===== src/rtl/lcdseq_pkg.sv =====
// Shared types, constants and the power-up pin table for the character LCD bus sequencer.
package lcdseq_pkg;

  // Request codes.
  localparam logic [1:0] CMD_INIT   = 2'd0;
  localparam logic [1:0] CMD_CLEAR  = 2'd1;
  localparam logic [1:0] CMD_CURSOR = 2'd2;
  localparam logic [1:0] CMD_WRITE  = 2'd3;

  // LCD command bytes.
  localparam logic [7:0] LCD_FUNC_SET  = 8'h28;
  localparam logic [7:0] LCD_DISP_ON   = 8'h0C;
  localparam logic [7:0] LCD_ENTRY     = 8'h06;
  localparam logic [7:0] LCD_CLR_DISP  = 8'h01;
  localparam logic [7:0] LCD_SET_DDRAM = 8'h80;

  // Wake-up nibbles.
  localparam logic [3:0] WAKE_NIB_A = 4'h3;
  localparam logic [3:0] WAKE_NIB_B = 4'h2;

  // Hold times in milliseconds.
  localparam logic [5:0] HOLD_PULSE   = 6'd1;
  localparam logic [5:0] HOLD_POWERUP = 6'd50;
  localparam logic [5:0] HOLD_WAKE1   = 6'd6;
  localparam logic [5:0] HOLD_WAKE    = 6'd2;
  localparam logic [5:0] HOLD_CMD     = 6'd3;
  localparam logic [5:0] HOLD_CLEAR   = 6'd5;
  localparam logic [5:0] HOLD_DATA    = 6'd2;

  // Power-up run: steps 0 to 24, byte commands start at step 9.
  localparam logic [4:0] INIT_LAST_STEP = 5'd24;
  localparam logic [4:0] INIT_BYTE_STEP = 5'd9;
  localparam logic [4:0] INIT_WAKE_LAST = 5'd8;

  // One queued job: either the power-up run or a single byte.
  typedef struct packed {
    logic       is_init;
    logic       rs;
    logic [7:0] data;
    logic [5:0] final_hold;
  } job_t;

  // One pin state as shown on the output.
  typedef struct packed {
    logic       rs;
    logic       en;
    logic [3:0] nibble;
    logic [5:0] hold;
    logic       last;
  } pin_t;

  // DDRAM offset of the first column of a row.
  function automatic logic [7:0] row_base(input logic [1:0] r);
    logic [7:0] b;
    case (r)
      2'd0:    b = 8'h00;
      2'd1:    b = 8'h40;
      2'd2:    b = 8'h14;
      default: b = 8'h54;
    endcase
    return b;
  endfunction

  // Pin state of the power-up run for steps 1 to 24 (step 0 depends on line state).
  function automatic pin_t init_pin(input logic [4:0] step);
    pin_t       p;
    logic [4:0] t;
    logic [7:0] b;
    p = '0;
    t = step - INIT_BYTE_STEP;
    b = LCD_CLR_DISP;
    p.rs = 1'b0;
    p.last = (step == INIT_LAST_STEP);
    if (step <= INIT_WAKE_LAST) begin
      // Wake-up nibbles, each as an enable pulse and a settle state.
      p.nibble = (step >= 5'd7) ? WAKE_NIB_B : WAKE_NIB_A;
      p.en = step[0];
      if (step[0]) begin
        p.hold = HOLD_PULSE;
      end else if (step == 5'd2) begin
        p.hold = HOLD_WAKE1;
      end else begin
        p.hold = HOLD_WAKE;
      end
    end else begin
      // Configuration bytes, high nibble first.
      case (t[3:2])
        2'd0:    b = LCD_FUNC_SET;
        2'd1:    b = LCD_DISP_ON;
        2'd2:    b = LCD_ENTRY;
        default: b = LCD_CLR_DISP;
      endcase
      p.nibble = t[1] ? b[3:0] : b[7:4];
      p.en = ~t[0];
      if (t[1:0] == 2'd3) begin
        p.hold = (t[3:2] == 2'd3) ? HOLD_CLEAR : HOLD_CMD;
      end else begin
        p.hold = HOLD_PULSE;
      end
    end
    return p;
  endfunction

endpackage


===== src/rtl/char_lcd_4bit_bus_sequencer_unit.sv =====
// Top level of the 4-bit character LCD bus sequencer.
// The first pin state of a request passes through the job queue, the job register and
// the output register. The sequencer gives one pin state per cycle while the output is
// not stalled; a request yields 4 states (25 for initialise).
// A two-entry job queue lets requests be accepted while earlier ones are still sequenced.
// Reset clears the queue, the sequencer and the tracked RS and data line levels to zero.
module char_lcd_4bit_bus_sequencer_unit (
  input  logic       clk_i,
  input  logic       rst_ni,
  input  logic       in_valid_i,
  output logic       in_stall_o,
  input  logic [1:0] cmd_i,
  input  logic [7:0] character_i,
  input  logic [7:0] column_i,
  input  logic [7:0] row_i,
  output logic       out_valid_o,
  input  logic       out_stall_i,
  output logic       rs_o,
  output logic       en_o,
  output logic [3:0] nibble_o,
  output logic [5:0] hold_ms_o,
  output logic       last_o
);

  lcdseq_pkg::job_t front_job;
  lcdseq_pkg::job_t queue_job;
  lcdseq_pkg::pin_t pin;
  logic             q_full;
  logic             q_valid;
  logic             q_pop;
  logic             push;

  assign in_stall_o = q_full;
  assign push       = in_valid_i && !q_full;

  lcdseq_front u_front (
    .cmd_i       (cmd_i),
    .character_i (character_i),
    .column_i    (column_i),
    .row_i       (row_i),
    .job_o       (front_job)
  );

  lcdseq_queue u_queue (
    .clk_i   (clk_i),
    .rst_ni  (rst_ni),
    .push_i  (push),
    .job_i   (front_job),
    .full_o  (q_full),
    .pop_i   (q_pop),
    .valid_o (q_valid),
    .job_o   (queue_job)
  );

  lcdseq_back u_back (
    .clk_i       (clk_i),
    .rst_ni      (rst_ni),
    .job_valid_i (q_valid),
    .job_i       (queue_job),
    .pop_o       (q_pop),
    .out_valid_o (out_valid_o),
    .out_stall_i (out_stall_i),
    .pin_o       (pin)
  );

  assign rs_o      = pin.rs;
  assign en_o      = pin.en;
  assign nibble_o  = pin.nibble;
  assign hold_ms_o = pin.hold;
  assign last_o    = pin.last;

endmodule


===== src/rtl/lcdseq_front.sv =====
// Front end: decodes a request into a queued job.
module lcdseq_front (
  input  logic              [1:0] cmd_i,
  input  logic              [7:0] character_i,
  input  logic              [7:0] column_i,
  input  logic              [7:0] row_i,
  output lcdseq_pkg::job_t        job_o
);

  logic [1:0] row_sel;
  logic [7:0] addr;

  // A row past the last display line falls back to the first line.
  assign row_sel = (row_i > 8'd3) ? 2'd0 : row_i[1:0];
  assign addr    = lcdseq_pkg::row_base(row_sel) + column_i;

  // Classify the request.
  always_comb begin
    job_o = '0;
    case (cmd_i)
      lcdseq_pkg::CMD_INIT: begin
        job_o.is_init    = 1'b1;
        job_o.rs         = 1'b0;
        job_o.data       = lcdseq_pkg::LCD_CLR_DISP;
        job_o.final_hold = lcdseq_pkg::HOLD_CLEAR;
      end
      lcdseq_pkg::CMD_CLEAR: begin
        job_o.is_init    = 1'b0;
        job_o.rs         = 1'b0;
        job_o.data       = lcdseq_pkg::LCD_CLR_DISP;
        job_o.final_hold = lcdseq_pkg::HOLD_CLEAR;
      end
      lcdseq_pkg::CMD_CURSOR: begin
        job_o.is_init    = 1'b0;
        job_o.rs         = 1'b0;
        job_o.data       = lcdseq_pkg::LCD_SET_DDRAM | addr;
        job_o.final_hold = lcdseq_pkg::HOLD_CMD;
      end
      default: begin
        job_o.is_init    = 1'b0;
        job_o.rs         = 1'b1;
        job_o.data       = character_i;
        job_o.final_hold = lcdseq_pkg::HOLD_DATA;
      end
    endcase
  end

endmodule


===== src/rtl/lcdseq_queue.sv =====
// Two-entry job queue between the front end and the sequencer.
module lcdseq_queue (
  input  logic                    clk_i,
  input  logic                    rst_ni,
  input  logic                    push_i,
  input  lcdseq_pkg::job_t        job_i,
  output logic                    full_o,
  input  logic                    pop_i,
  output logic                    valid_o,
  output lcdseq_pkg::job_t        job_o
);

  lcdseq_pkg::job_t entry_q [2];
  logic             wr_ptr_q, wr_ptr_d;
  logic             rd_ptr_q, rd_ptr_d;
  logic [1:0]       count_q, count_d;

  assign full_o  = (count_q == 2'd2);
  assign valid_o = (count_q != 2'd0);
  assign job_o   = entry_q[rd_ptr_q];

  // Pointer and fill count update.
  always_comb begin
    wr_ptr_d = wr_ptr_q ^ push_i;
    rd_ptr_d = rd_ptr_q ^ pop_i;
    count_d  = count_q;
    if (push_i && !pop_i) begin
      count_d = count_q + 2'd1;
    end else if (pop_i && !push_i) begin
      count_d = count_q - 2'd1;
    end
  end

  always_ff @(posedge clk_i or negedge rst_ni) begin
    if (!rst_ni) begin
      wr_ptr_q <= 1'b0;
      rd_ptr_q <= 1'b0;
      count_q  <= 2'd0;
    end else begin
      wr_ptr_q <= wr_ptr_d;
      rd_ptr_q <= rd_ptr_d;
      count_q  <= count_d;
    end
  end

  // Entry storage.
  always_ff @(posedge clk_i) begin
    if (push_i) begin
      entry_q[wr_ptr_q] <= job_i;
    end
  end

endmodule


===== src/rtl/lcdseq_back.sv =====
// Back end: steps through the pin states of each job into the output register.
module lcdseq_back (
  input  logic                    clk_i,
  input  logic                    rst_ni,
  input  logic                    job_valid_i,
  input  lcdseq_pkg::job_t        job_i,
  output logic                    pop_o,
  output logic                    out_valid_o,
  input  logic                    out_stall_i,
  output lcdseq_pkg::pin_t        pin_o
);

  lcdseq_pkg::job_t cur_q, cur_d;
  logic             busy_q, busy_d;
  logic [4:0]       step_q, step_d;
  logic             out_valid_q;
  lcdseq_pkg::pin_t pin_q;
  logic [3:0]       lines_q;
  logic             select_q;
  lcdseq_pkg::pin_t pin_now;
  logic             adv;
  logic             emit;

  // The output register takes a new state when empty or being drained.
  assign adv  = !out_valid_q || !out_stall_i;
  assign emit = busy_q && adv;

  // Pin state for the current step.
  always_comb begin
    pin_now = '0;
    if (cur_q.is_init) begin
      if (step_q == 5'd0) begin
        pin_now.rs     = select_q;
        pin_now.en     = 1'b0;
        pin_now.nibble = lines_q;
        pin_now.hold   = lcdseq_pkg::HOLD_POWERUP;
        pin_now.last   = 1'b0;
      end else begin
        pin_now = lcdseq_pkg::init_pin(step_q);
      end
    end else begin
      pin_now.rs     = cur_q.rs;
      pin_now.en     = ~step_q[0];
      pin_now.nibble = step_q[1] ? cur_q.data[3:0] : cur_q.data[7:4];
      pin_now.last   = (step_q[1:0] == 2'd3);
      pin_now.hold   = pin_now.last ? cur_q.final_hold : lcdseq_pkg::HOLD_PULSE;
    end
  end

  // Take the next job when idle or when the current one finishes.
  assign pop_o = job_valid_i && (!busy_q || (emit && pin_now.last));

  always_comb begin
    cur_d  = cur_q;
    busy_d = busy_q;
    step_d = step_q;
    if (pop_o) begin
      cur_d  = job_i;
      busy_d = 1'b1;
      step_d = 5'd0;
    end else if (emit) begin
      if (pin_now.last) begin
        busy_d = 1'b0;
      end else begin
        step_d = step_q + 5'd1;
      end
    end
  end

  always_ff @(posedge clk_i or negedge rst_ni) begin
    if (!rst_ni) begin
      busy_q      <= 1'b0;
      step_q      <= 5'd0;
      out_valid_q <= 1'b0;
      lines_q     <= 4'd0;
      select_q    <= 1'b0;
    end else begin
      busy_q <= busy_d;
      step_q <= step_d;
      if (adv) begin
        out_valid_q <= busy_q;
      end
      // Track the levels last driven on the data and select lines.
      if (emit) begin
        lines_q  <= pin_now.nibble;
        select_q <= pin_now.rs;
      end
    end
  end

  // Job and output payload registers.
  always_ff @(posedge clk_i) begin
    cur_q <= cur_d;
    if (emit) begin
      pin_q <= pin_now;
    end
  end

  assign out_valid_o = out_valid_q;
  assign pin_o       = pin_q;

endmodule


===== config.mk =====
export PLATFORM = sky130hd
export DESIGN_NAME = char_lcd_4bit_bus_sequencer_unit
export DESIGN_NICKNAME = d
export VERILOG_FILES = /design/src/rtl/lcdseq_pkg.sv /design/src/rtl/char_lcd_4bit_bus_sequencer_unit.sv /design/src/rtl/lcdseq_front.sv /design/src/rtl/lcdseq_queue.sv /design/src/rtl/lcdseq_back.sv
export SDC_FILE = /design/constraint.sdc
export NUM_CORES = 1
export LEC_CHECK = 0
export ABC_AREA = 0
export BUFFER_PORTS_ARGS = -buffer_cell sky130_fd_sc_hd__buf_4
export CAP_MARGIN = 30
export CELL_PAD_IN_SITES_DETAIL_PLACEMENT = 1
export CELL_PAD_IN_SITES_GLOBAL_PLACEMENT = 2
export CORE_MARGIN = 1.5
export CORE_UTILIZATION = 24
export CTS_BUF_LIST = sky130_fd_sc_hd__clkbuf_8
export DETAILED_ROUTE_END_ITERATION = 8
export GPL_ROUTABILITY_DRIVEN = 1
export PLACE_DENSITY_LB_ADDON = 0.12
export SLEW_MARGIN = 20
export SYNTH_ARGS = -nofsm -noshare
export SYNTH_HDL_FRONTEND = slang
export SYNTH_HIERARCHICAL = 1
export SYNTH_SLANG_ARGS = --single-unit

===== constraint.sdc =====
create_clock -name clk_i -period 4.6 [get_ports clk_i]
set_input_delay 0.46 -clock clk_i [delete_from_list [all_inputs] [get_ports clk_i]]
set_output_delay 0.46 -clock clk_i [all_outputs]
set_load 0.005 [all_outputs]

==> flow_summary.ini <==
[logic_synthesis]
synth_edf_count = 61
synth_commonest_cells = edfxtp_1, dfrtp_1, inv_1
netlist_top_cells_area = edfxtp_1, dfrtp_1, ha_1, mux2_4, mux2_2
synth-main-ff-cell = edfxtp_1
netlist_area_mm2 = 0.003764
synth-seq-cells = 77
synth_seq_area_share_pct = 59.31
yosys.cell_count.top_type = edfxtp_1
yosysWarnings = 6
avgSynthCellArea_um2 = 13.99
syn_inst = 269
async_flop_share_pct = 20.78
synth_top_area_cell = edfxtp_1
synth_top_area_share_pct = 48.67
ys_types = 60

[sta]
post-route-min-period_ns = 2.731
fin_crit_sh_pct = 59.36
tightest_slew_ns = 0.8878
drv_slew = 0
fin_tns_setup_ns = 0
timing.slew.headroom_pct = 40.81
fin_skew_ns = 0.01010
fmax_ghz = 0.3662
grt_setup_unrepaired = false
finalSetupViolCount = 0
hold_viol_final = 0

[finish]
final_nets = 357
drive_gt1_share_pct = 30.60
area_growth_pct = 17.49
final_core_util_pct = 28.98
n_antenna_cell = 0

[placement]
place.gp.congestion = 0.6781
io_buffers = 43
dp_hpwl_um = 5218

[die]
coreArea_mm2 = 0.01526
io_pins = 45
die_y_um = 128.2
dieArea_mm2 = 0.01644
start_util_pct = 24.67
die_w_um = 128.2
rows = 45

[power]
leakage_nw = 1.726
p_clk_share_pct = 18.9
switching_share_pct = 33.91
intPower_mw = 1.576
power_frac_comb_pct = 33.0
netSwitchingPower_mw = 0.8085
power_frac_seq_pct = 48.1
ir_worst_vdd_v = 0.0001633
powerDensity_mw_per_mm2 = 539.2

[critical_path]
worst-r2r-cell-count = 11
cp-start-kind = flop
crit_buf_inv = 3
end_kind = flop
crit_type = flop to flop
crit_arrival_ns = 2.98
path_cells = inv_1, ha_1, and4b_2, a21oi_1, o22ai_2, buf_4, inv_1, ha_1, xor2_1, nor2_1, xor2_1
path_max_fanout = 23
critPathSlowestCell = dfrtp_1
crit_family = flip-flops
required_ns = 4.85
cp.depth = 11
critPathMaxStageDelay_ns = 0.67

[detailed_routing]
vias_per_cell = 4.152
drt_iter0_markers = 80
wire_per_inst_um = 14.22
postRouteAntennaNets = 0
drc = 0
firstDrtPassIters = 4
wl_um = 7506
via_count = 2192

[clock_network]
ctsLongestPathBuffers = 2
cts_tree = yes
holdBufCountCts = 1
cts_setup_buffers = 0
ctsResizeCount = 0
clock-sinks = 77
cts.htree.levels = 3
cts_made_buffers = 9
clkSlewWorstSetupHoldPaths_ns = 0.08
clk_latency_ns = 0.37
cts-root-buf = clkbuf_8

[global_routing]
grtUsageTotal_pct = 10.19
grt_pass1_vias = 2398
grt_max_degree = 25
grt_pass1_wl_um = 12470
antenna_found_initial = 0
grt_overflow_total = 0

[min_path]
hp-class = input pin to flop
whs_path_depth = 1

[job]
maxCapViolations = 0

[outcome]
status = finished clean
state kept, by name, summed over array words and instances (netlist names):
name and count:
u_queue/entry_q 32, u_back/cur_q 16, u_back/pin_o 13, u_back/step_q 5, u_back/lines_q 4, u_queue/count_q 2
u_back/busy_q 1, u_back/out_valid_o 1, u_back/select_q 1, u_queue/rd_ptr_q 1, u_queue/wr_ptr_q 1
power by group through the flow:
stage | Sequential (mW) | Clock [mW] | Combinational, mW
after global routing | 1.18 | 0.498 | 0.894
after detailed placement | 1.17 | 0 | 0.805
after global placement | 1.17 | 0 | 0.803
final | 1.15 | 0.451 | 0.786
after CTS | 1.16 | 0.474 | 0.812
after floorplan | 1.06 | 0 | 0.697
routing by layer:
metal,track usage [%],up-vias,share of wire (%)
li1,-,1066,-
met1,11.48,1071,44
met2,17.46,44,49
met3,2.588,11,4.1
met4,5.948,0,2.5
met5,0,-,0
path summary, 6_finish.rpt:
check | slack [ns] | startpoint | end
min in group asynchronous | 0.50 | rst_ni | u_back/select_q$_DFFE_PN0P_
max | 1.87 | u_back/step_q[1]$_DFFE_PN0P_ | u_queue/count_q[1]$_DFFE_PN0P_
max in group asynchronous | 3.89 | rst_ni | u_queue/wr_ptr_q$_DFF_PN0_
max reg2reg | 1.87 | u_back/step_q[1]$_DFFE_PN0P_ | u_queue/count_q[1]$_DFFE_PN0P_
min reg2reg | 0.48 | u_queue/count_q[1]$_DFFE_PN0P_ | u_queue/count_q[1]$_DFFE_PN0P_
min | 0.34 | cmd_i[1] | u_queue/entry_q[0][1]$_DFFE_PP_
final cells by class:
cell class | count | area [µm²]
Clock buffer | 9 | 123.9
Clock inverter | 6 | 41.29
Fill cell | 1640 | 10840
Inverter | 17 | 63.81
Multi-Input combinational cell | 162 | 1349
Sequential cell | 77 | 2232
Tap cell | 211 | 264.0
Timing Repair Buffer | 46 | 347.8
per-stage QoR:
step | power [mW] | hold WS, ns | cells | setup WS [ns] | area (µm²)
6_report | 2.384 | 0.3392 | 528 | 1.869 | 4422
5_1_grt | 2.571 | 0.3235 | 528 | 1.612 | 4422
4_1_cts | 2.443 | 0.3179 | 528 | 1.821 | 4422
3_5_place_dp | 1.977 | 0.3589 | 512 | 1.848 | 4247
3_3_place_gp | 1.970 | 0.3618 | 512 | 1.863 | 4247
2_1_floorplan | 1.753 | 0.1644 | 271 | 1.987 | 3771
logic make-up after synthesis:
logic type               count (synthesis)  synth area share, %
flip-flops                              77                59.31
AND/OR/NAND/NOR                         61                10.21
AO/OA/AOI/OAI                           46                9.309
buffers and inverters                   32                5.053
multiplexers                            27                8.810
adder cells (fa/ha/maj)                 14                4.654
XOR/XNOR                                11                2.560
other                                    1              0.09964
cell usage in the layout, fill, tap and decap left out, types with 5 or more instances in the layout:
master / netlist / layout
inv_1: 16 / 16
mux2_4: 10 / 10
xnor2_1: 6 / 6
o21ai_0: 6 / 6
nor2_1: 14 / 14
buf_4: 4 / 45
mux2i_1: 8 / 8
clkbuf_8: 0 / 9
a21oi_1: 9 / 9
xor2_1: 5 / 5
nand3_1: 5 / 5
nor2b_1: 5 / 5
nand2_1: 14 / 14
edfxtp_1: 61 / 61
ha_1: 14 / 14
a31oi_1: 5 / 5
dfrtp_1: 16 / 16
mux2_2: 9 / 9
Note: power is estimated with default switching activity, not from simulation.
